**config.mk**
```make
export PLATFORM = sky130hd
export DESIGN_NAME = stacked_slots_with_overflow_queue_top
export DESIGN_NICKNAME = d
export VERILOG_FILES = /design/src/sv/ssoq_pkg.sv /design/src/sv/stacked_slots_with_overflow_queue_top.sv /design/src/sv/ssoq_scan.sv
export SDC_FILE = /design/constraint.sdc
export NUM_CORES = 1
export LEC_CHECK = 0
export CORE_AREA = 2 2 228 275
export CTS_CLUSTER_SIZE = 20
export DETAILED_ROUTE_END_ITERATION = 10
export DIE_AREA = 0 0 230 277
export DONT_BUFFER_PORTS = 1
export GPL_TIMING_DRIVEN = 0
export PLACE_DENSITY_LB_ADDON = 0.05
export SKIP_CTS_REPAIR_TIMING = 1
export SYNTH_ARGS = -nofsm -noshare
export SYNTH_HDL_FRONTEND = slang
export SYNTH_HIERARCHICAL = 1
export SYNTH_SLANG_ARGS = --single-unit
```
**constraint.sdc**
```tcl
create_clock -name clk -period 8.7 [get_ports clk]
set_clock_uncertainty 0.2 [all_clocks]
set_input_delay 0.435 -clock clk [delete_from_list [all_inputs] [get_ports clk]]
set_output_delay 0.435 -clock clk [all_outputs]
set_load 0.02 [all_outputs]
```
**src/sv/ssoq_pkg.sv**
```systemverilog
package ssoq_pkg;

  localparam int LEVELS_DEF      = 4;
  localparam int SLOTS_DEF       = 4;
  localparam int QUEUE_DEPTH_DEF = 8;

  localparam int TAG_W    = 32;
  localparam int STATUS_W = 3;
  localparam int LEVEL_W  = 3;

  localparam logic [STATUS_W-1:0] ST_PARKED   = 3'd0;
  localparam logic [STATUS_W-1:0] ST_QUEUED   = 3'd1;
  localparam logic [STATUS_W-1:0] ST_REFUSED  = 3'd2;
  localparam logic [STATUS_W-1:0] ST_REMOVED  = 3'd3;
  localparam logic [STATUS_W-1:0] ST_REFILLED = 3'd4;
  localparam logic [STATUS_W-1:0] ST_BAD      = 3'd5;

  function automatic int clog2_min1(int n);
    return (n > 1) ? $clog2(n) : 1;
  endfunction

endpackage

```
**src/sv/stacked_slots_with_overflow_queue_top.sv**
```systemverilog
// An insert or a rejected remove is settled and registered from the execute state; a valid
// remove reads slot and queue memory there, then writes back the refill in the pop state.
// Both states wait while the output register holds an unread result. One word is in flight
// at a time; the next is taken while a finished result still waits in the output register.
// Reset clears level fills, level pointer and queue pointers; tag memories are not
// cleared and need no clearing pass.
module stacked_slots_with_overflow_queue_top #(
  parameter int LEVELS      = ssoq_pkg::LEVELS_DEF,
  parameter int SLOTS       = ssoq_pkg::SLOTS_DEF,
  parameter int QUEUE_DEPTH = ssoq_pkg::QUEUE_DEPTH_DEF
) (
  input  logic                          clk,
  input  logic                          rst,
  input  logic                          in_valid,
  output logic                          in_ready,
  input  logic                          action,
  input  logic [ssoq_pkg::TAG_W-1:0]    vehicle_tag,
  input  logic [ssoq_pkg::LEVEL_W-1:0]  level,
  output logic                          out_valid,
  input  logic                          out_ready,
  output logic [ssoq_pkg::STATUS_W-1:0] status,
  output logic [ssoq_pkg::LEVEL_W-1:0]  level_used,
  output logic [ssoq_pkg::TAG_W-1:0]    removed_tag,
  output logic [ssoq_pkg::TAG_W-1:0]    refill_tag
);

  localparam int LW  = ssoq_pkg::clog2_min1(LEVELS);
  localparam int SAW = ssoq_pkg::clog2_min1(LEVELS * SLOTS);
  localparam int FW  = $clog2(SLOTS + 1);
  localparam int QW  = ssoq_pkg::clog2_min1(QUEUE_DEPTH);
  localparam int CW  = $clog2(QUEUE_DEPTH + 1);
  localparam int TW  = ssoq_pkg::TAG_W;

  localparam logic [1:0] S_IDLE = 2'd0;
  localparam logic [1:0] S_EXEC = 2'd1;
  localparam logic [1:0] S_POP  = 2'd2;

  logic [1:0]                   state;
  logic                         act_r;
  logic [TW-1:0]                tag_r;
  logic [ssoq_pkg::LEVEL_W-1:0] lv_r;
  logic [FW-1:0]                fill [LEVELS];
  logic [LW-1:0]                cur;
  logic [QW-1:0]                head;
  logic [QW-1:0]                tail;
  logic [CW-1:0]                count;
  logic [SAW-1:0]               pop_addr;
  logic [LW-1:0]                pop_lvl;

  logic [TW-1:0] slot_mem [LEVELS*SLOTS];
  logic [TW-1:0] wait_mem [QUEUE_DEPTH];
  logic [TW-1:0] slot_rd;
  logic [TW-1:0] wait_rd;

  logic [LEVELS-1:0] full;
  logic              found;
  logic [LW-1:0]     hit;
  logic              go;
  logic              done;
  logic              lv_ok;
  logic [LW-1:0]     lv_idx;
  logic [FW-1:0]     rm_fill;
  logic [SAW-1:0]    ins_addr;
  logic [SAW-1:0]    rm_addr;
  logic              q_room;
  logic [QW-1:0]     head_next;
  logic [QW-1:0]     tail_next;

  logic           slot_we;
  logic           slot_re;
  logic [SAW-1:0] slot_addr;
  logic [TW-1:0]  slot_wdata;
  logic           wait_we;
  logic           wait_re;
  logic [QW-1:0]  wait_addr;

  always_comb begin
    for (int i = 0; i < LEVELS; i++) begin
      full[i] = (fill[i] == FW'(SLOTS));
    end
  end

  ssoq_scan #(
    .LEVELS (LEVELS),
    .LW     (LW)
  ) u_scan (
    .full  (full),
    .start (cur),
    .found (found),
    .hit   (hit)
  );

  assign in_ready  = (state == S_IDLE);
  assign go        = !out_valid || out_ready;
  assign lv_ok     = ({1'b0, lv_r} < 4'(LEVELS));
  assign lv_idx    = lv_r[LW-1:0];
  assign rm_fill   = lv_ok ? fill[lv_idx] : '0;
  assign ins_addr  = SAW'(hit) * SAW'(SLOTS) + SAW'(fill[hit]);
  assign rm_addr   = SAW'(lv_idx) * SAW'(SLOTS) + SAW'(rm_fill) - SAW'(1);
  assign q_room    = (count < CW'(QUEUE_DEPTH));
  assign head_next = (head == QW'(QUEUE_DEPTH - 1)) ? '0 : head + QW'(1);
  assign tail_next = (tail == QW'(QUEUE_DEPTH - 1)) ? '0 : tail + QW'(1);
  assign done      = go && (((state == S_EXEC) && (!act_r || !lv_ok || rm_fill == '0)) ||
                            (state == S_POP));

  always_comb begin
    slot_we    = 1'b0;
    slot_re    = 1'b0;
    slot_addr  = ins_addr;
    slot_wdata = tag_r;
    wait_we    = 1'b0;
    wait_re    = 1'b0;
    wait_addr  = tail;
    case (state)
      S_EXEC: begin
        if (go) begin
          if (!act_r) begin
            if (found) begin
              slot_we = 1'b1;
            end else if (q_room) begin
              wait_we = 1'b1;
            end
          end else if (lv_ok && rm_fill != '0) begin
            slot_re   = 1'b1;
            slot_addr = rm_addr;
            wait_re   = 1'b1;
            wait_addr = head;
          end
        end
      end
      S_POP: begin
        slot_addr  = pop_addr;
        slot_wdata = wait_rd;
        if (go && count != '0) begin
          slot_we = 1'b1;
        end
      end
      default: begin
      end
    endcase
  end

  always_ff @(posedge clk) begin
    if (slot_we) begin
      slot_mem[slot_addr] <= slot_wdata;
    end
    if (slot_re) begin
      slot_rd <= slot_mem[slot_addr];
    end
  end

  always_ff @(posedge clk) begin
    if (wait_we) begin
      wait_mem[wait_addr] <= tag_r;
    end
    if (wait_re) begin
      wait_rd <= wait_mem[wait_addr];
    end
  end

  always_ff @(posedge clk) begin
    if (rst) begin
      state     <= S_IDLE;
      out_valid <= 1'b0;
      cur       <= '0;
      head      <= '0;
      tail      <= '0;
      count     <= '0;
      for (int i = 0; i < LEVELS; i++) begin
        fill[i] <= '0;
      end
    end else begin
      if (done) begin
        out_valid <= 1'b1;
      end else if (out_ready) begin
        out_valid <= 1'b0;
      end
      case (state)
        S_IDLE: begin
          if (in_valid) begin
            act_r <= action;
            tag_r <= vehicle_tag;
            lv_r  <= level;
            state <= S_EXEC;
          end
        end
        S_EXEC: begin
          if (go) begin
            if (!act_r) begin
              removed_tag <= '0;
              refill_tag  <= '0;
              state       <= S_IDLE;
              if (found) begin
                fill[hit]  <= fill[hit] + FW'(1);
                cur        <= hit;
                status     <= ssoq_pkg::ST_PARKED;
                level_used <= ssoq_pkg::LEVEL_W'(hit);
              end else begin
                level_used <= '0;
                if (q_room) begin
                  tail   <= tail_next;
                  count  <= count + CW'(1);
                  status <= ssoq_pkg::ST_QUEUED;
                end else begin
                  status <= ssoq_pkg::ST_REFUSED;
                end
              end
            end else if (!lv_ok || rm_fill == '0) begin
              status      <= ssoq_pkg::ST_BAD;
              level_used  <= '0;
              removed_tag <= '0;
              refill_tag  <= '0;
              state       <= S_IDLE;
            end else begin
              pop_addr <= rm_addr;
              pop_lvl  <= lv_idx;
              state    <= S_POP;
            end
          end
        end
        S_POP: begin
          if (go) begin
            level_used  <= ssoq_pkg::LEVEL_W'(pop_lvl);
            removed_tag <= slot_rd;
            state       <= S_IDLE;
            if (count != '0) begin
              refill_tag <= wait_rd;
              head       <= head_next;
              count      <= count - CW'(1);
              status     <= ssoq_pkg::ST_REFILLED;
            end else begin
              refill_tag    <= '0;
              fill[pop_lvl] <= fill[pop_lvl] - FW'(1);
              status        <= ssoq_pkg::ST_REMOVED;
            end
          end
        end
        default: begin
          state <= S_IDLE;
        end
      endcase
    end
  end

endmodule

```
**src/sv/ssoq_scan.sv**
```systemverilog
module ssoq_scan #(
  parameter int LEVELS = ssoq_pkg::LEVELS_DEF,
  parameter int LW     = ssoq_pkg::clog2_min1(LEVELS)
) (
  input  logic [LEVELS-1:0] full,
  input  logic [LW-1:0]     start,
  output logic              found,
  output logic [LW-1:0]     hit
);

  logic [LW:0]   sum;
  logic [LW-1:0] idx;

  always_comb begin
    found = 1'b0;
    hit   = start;
    sum   = '0;
    idx   = '0;
    for (int k = 0; k < LEVELS; k++) begin
      sum = {1'b0, start} + (LW+1)'(k);
      if (sum >= (LW+1)'(LEVELS)) begin
        sum = sum - (LW+1)'(LEVELS);
      end
      idx = sum[LW-1:0];
      if (!found && !full[idx]) begin
        found = 1'b1;
        hit   = idx;
      end
    end
  end

endmodule

```
==> flow_summary.yaml <==
status:
  status: "complete, but fails checks"
  violations: "negative hold slack"
power:
  ir_drop_mv: 0.193
  powerDensity_mw_per_mm2: 234
  p_total_w: 0.0102
  p_leak_nw: 14.6
min_path:
  min_path_type: "input pin to register"
  hold_path_depth: 2
  worstHoldStart: "in_valid"
grt:
  track_usage_pct: 30.6
  grt_pass1_vias: 23600
  overflow: 0
  grt_antenna_before_repair: 0
  grt_pass1_wl_mm: 143
  grt_max_degree: 72
critical_path:
  r2r-end: "slot_mem[3][14]$_DFFE_PP_"
  reg2reg_slack_ps: 2250
  critical_path_class: "register to register"
  r2r_cells: 14
  slowest_delay_ps: 740
  cp.arrival_ps: 6590
  crit_family: "buffers and inverters"
  cpMostUsedCell: "clkbuf_1"
  crit_fanout: 17
  regToRegStartpoint: "fill[2][1]$_SDFFCE_PN0P_"
  critical_path.slowest_cell: "clkbuf_1"
  startpoint_type: "register"
  crit_chain: "nor3b_1 -> o21ai_1 -> a221oi_1 -> clkbuf_1 -> mux4_2 -> ha_1 -> inv_1 -> o2bb2ai_1 -> a21oi_1 -> clkbuf_1 -> clkbuf_1 -> nand2_1 -> nor2_4 -> buf_16"
  critPathCaptureType: "register"
  cp.required_ps: 8840
  crit_buf_inv: 5
synth:
  syn_inst: 2651
  yosysTopAreaCell: "edfxtp_1"
  synth_edf_count: 955
  synth_area_mm2: 0.0381
  synth_cell_types: 59
  synth_ff_type: "edfxtp_1"
  yosysWarnings: 6
  synthTopCellsByArea: "edfxtp_1 75%, nand2_1 6.2%, a21oi_1 4.0%"
  syn_avg_cell_area_um2: 14.4
  synth_seq_cells: 974
  synthArstFlopShare_pct: 0
  syn_nets: 2708
  ys_seq_area_share_pct: 76.3
  yosysTopAreaCellShare_pct: 75.3
cts:
  cts_tree: "yes"
  root_buffer: "clkbuf_16"
  cts_buffer_depth: 3
  path_clk_slew_ps: 60
  clk_latency_ps: 650
  cts.sinks: 974
  cts_htree_levels: 3
  cts_made_buffers: 90
route:
  drt_iter0_drc: 2607
  dr.pass1.iters: 6
  drt_wl_total_mm: 98.1
  vias_per_cell: 6.22
  wire_per_inst_um: 26.4
  drcViolationCount: 0
  ant_nets: 0
  via_count: 23100
finish:
  area_growth_pct: 13.9
  final_common_cell: "edfxtp_1"
  multi_input_area_mm2: 0.00833
  fill_cells: 3984
  drive_gt1_share_pct: 10.9
  mostFrequentLayoutCells: "955 x edfxtp_1, 632 x nand2_1, 305 x a21oi_1"
  seq_area_mm2: 0.0291
  num-nets-final: 2875
  n_antenna_cell: 0
sta:
  slew_headroom_pct: 3.16
  rsz0062_at_grt: "no"
  layout_min_cycle_time_ps: 6450
  setup_viol: 0
  fmax_mhz: 155
  tightest_slew_ps: 1450
  hold_slack_ps: -29.0
  final_max_slew_viol_count: 0
  finalHoldViolations: 2
  finalSetupTns_ps: 0
  fin_crit_sh_pct: 74.1
floorplanning:
  rows: 100
  floorplan.die_area_mm2: 0.0637
  num_io_pins: 112
  die_y_um: 277
  die_x_um: 230
  coreArea_mm2: 0.0613
  start_util_pct: 62.1
flow_run:
  drv_cap: 0
placed_design:
  gp_congestion: 0.861
  io_buffer_count: 0
  dp_hpwl_mm: 67.1
[cell usage after synthesis, types with 3 or more instances]
master / n
nor2b_1: 11
buf_2: 51
mux2_2: 38
or3_1: 4
or2_2: 3
nand3_1: 36
o21ai_0: 12
and3_1: 6
o22ai_1: 4
and2_1: 65
ha_1: 15
dfxtp_1: 19
a21o_1: 34
mux2i_1: 7
clkbuf_1: 81
nand2b_1: 9
xor2_1: 3
buf_6: 10
a22oi_1: 33
xnor2_1: 5
nor2_1: 52
a32oi_1: 97
edfxtp_1: 955
or4_1: 31
buf_1: 20
mux4_2: 7
nand2_1: 632
nor3b_1: 5
o311ai_1: 32
nor3_1: 10
a21oi_1: 305
inv_1: 24
[cells by family (layout without fill, tap and decap cells)]
| group | Yosys count | count (layout) | synth area share, % |
|---|---|---|---|
| AO/OA/AOI/OAI | 538 | 538 | 9.01 |
| buffers and inverters | 188 | 429 | 2.24 |
| other | 1 | 1 | 0.00985 |
| AND/OR/NAND/NOR | 871 | 871 | 9.83 |
| flip-flops | 974 | 974 | 76.3 |
| adder cells (fa/ha/maj) | 17 | 17 | 0.598 |
| XOR/XNOR | 8 | 8 | 0.184 |
| multiplexers | 54 | 54 | 1.80 |
[how the worst max path moves through the flow]
| stage | cells after the start | startpoint | endpoint |
|---|---|---|---|
| after floorplan | 9 | register | level_used[0]$_DFFE_PP_ |
| after global placement | 9 | register | removed_tag[14]$_SDFFCE_PN0P_ |
| after detailed placement | 15 | fill[0][0]$_SDFFCE_PN0P_ | slot_mem[0][14]$_DFFE_PP_ |
| after CTS | 15 | fill[0][0]$_SDFFCE_PN0P_ | slot_mem[0][19]$_DFFE_PP_ |
| after global routing | 15 | fill[0][0]$_SDFFCE_PN0P_ | slot_mem[0][19]$_DFFE_PP_ |
| final | 14 | fill[2][1]$_SDFFCE_PN0P_ | slot_mem[3][14]$_DFFE_PP_ |
[layer usage]
| metal | global-route usage (%) | vias to the layer above | part of all wire, % |
|---|---|---|---|
| li1 | - | 10300 | - |
| met1 | 37.3 | 11500 | 37 |
| met2 | 54.4 | 1084 | 53 |
| met3 | 3.98 | 234 | 6.7 |
| met4 | 14.1 | 0 | 4.2 |
| met5 | 0 | - | 0 |
[worst reg2reg max path, stage by stage (launching register included)]
cell	delay, ps
edfxtp_1	480
nor3b_1	530
o21ai_1	150
a221oi_1	410
clkbuf_1	380
mux4_2	620
ha_1	310
inv_1	70
o2bb2ai_1	60
a21oi_1	330
clkbuf_1	740
clkbuf_1	510
nand2_1	390
nor2_4	700
buf_16	260
[sequential cells by signal (all words and copies together) (netlist names), 3 cells and up, named ones only]
signal	cells
refill_tag	32
tag_r	32
slot_rd	32
count	4
removed_tag	32
fill	12
pop_addr	4
head	3
tail	3
wait_mem	256
wait_rd	32
slot_mem	512
status	3
lv_r	3
[final cells by class]
cell class	instances	area share (%)
flip-flops and latches	974	67.0
multi-input cells	1489	19.2
clock buffers	110	5.56
repair buffers	75	2.54
well taps	816	2.35
plain buffers	163	1.74
clock inverters	56	1.35
inverters	25	0.222
[where the power goes]
part	switching (W)	total (W)	internal [W]
sequential	0.0000644	0.00529	0.00522
combinational	0.000613	0.000864	0.000251
clock	0.00171	0.00401	0.00231
[metrics by stage]
stage	area [µm²]	utilization [%]	cells	setup slack, ps	hold WS, ps
finish	43400	70.7	3708	2250	-29.0
global route	43400	70.7	3708	2030	16.8
CTS	43000	70.1	3671	2330	-351
detailed placement	40000	65.2	3505	2360	300
global placement	39100	63.8	3467	-2120	291
floorplan	38100	-	2651	1450	262
Power figures use the tool's default switching activity.
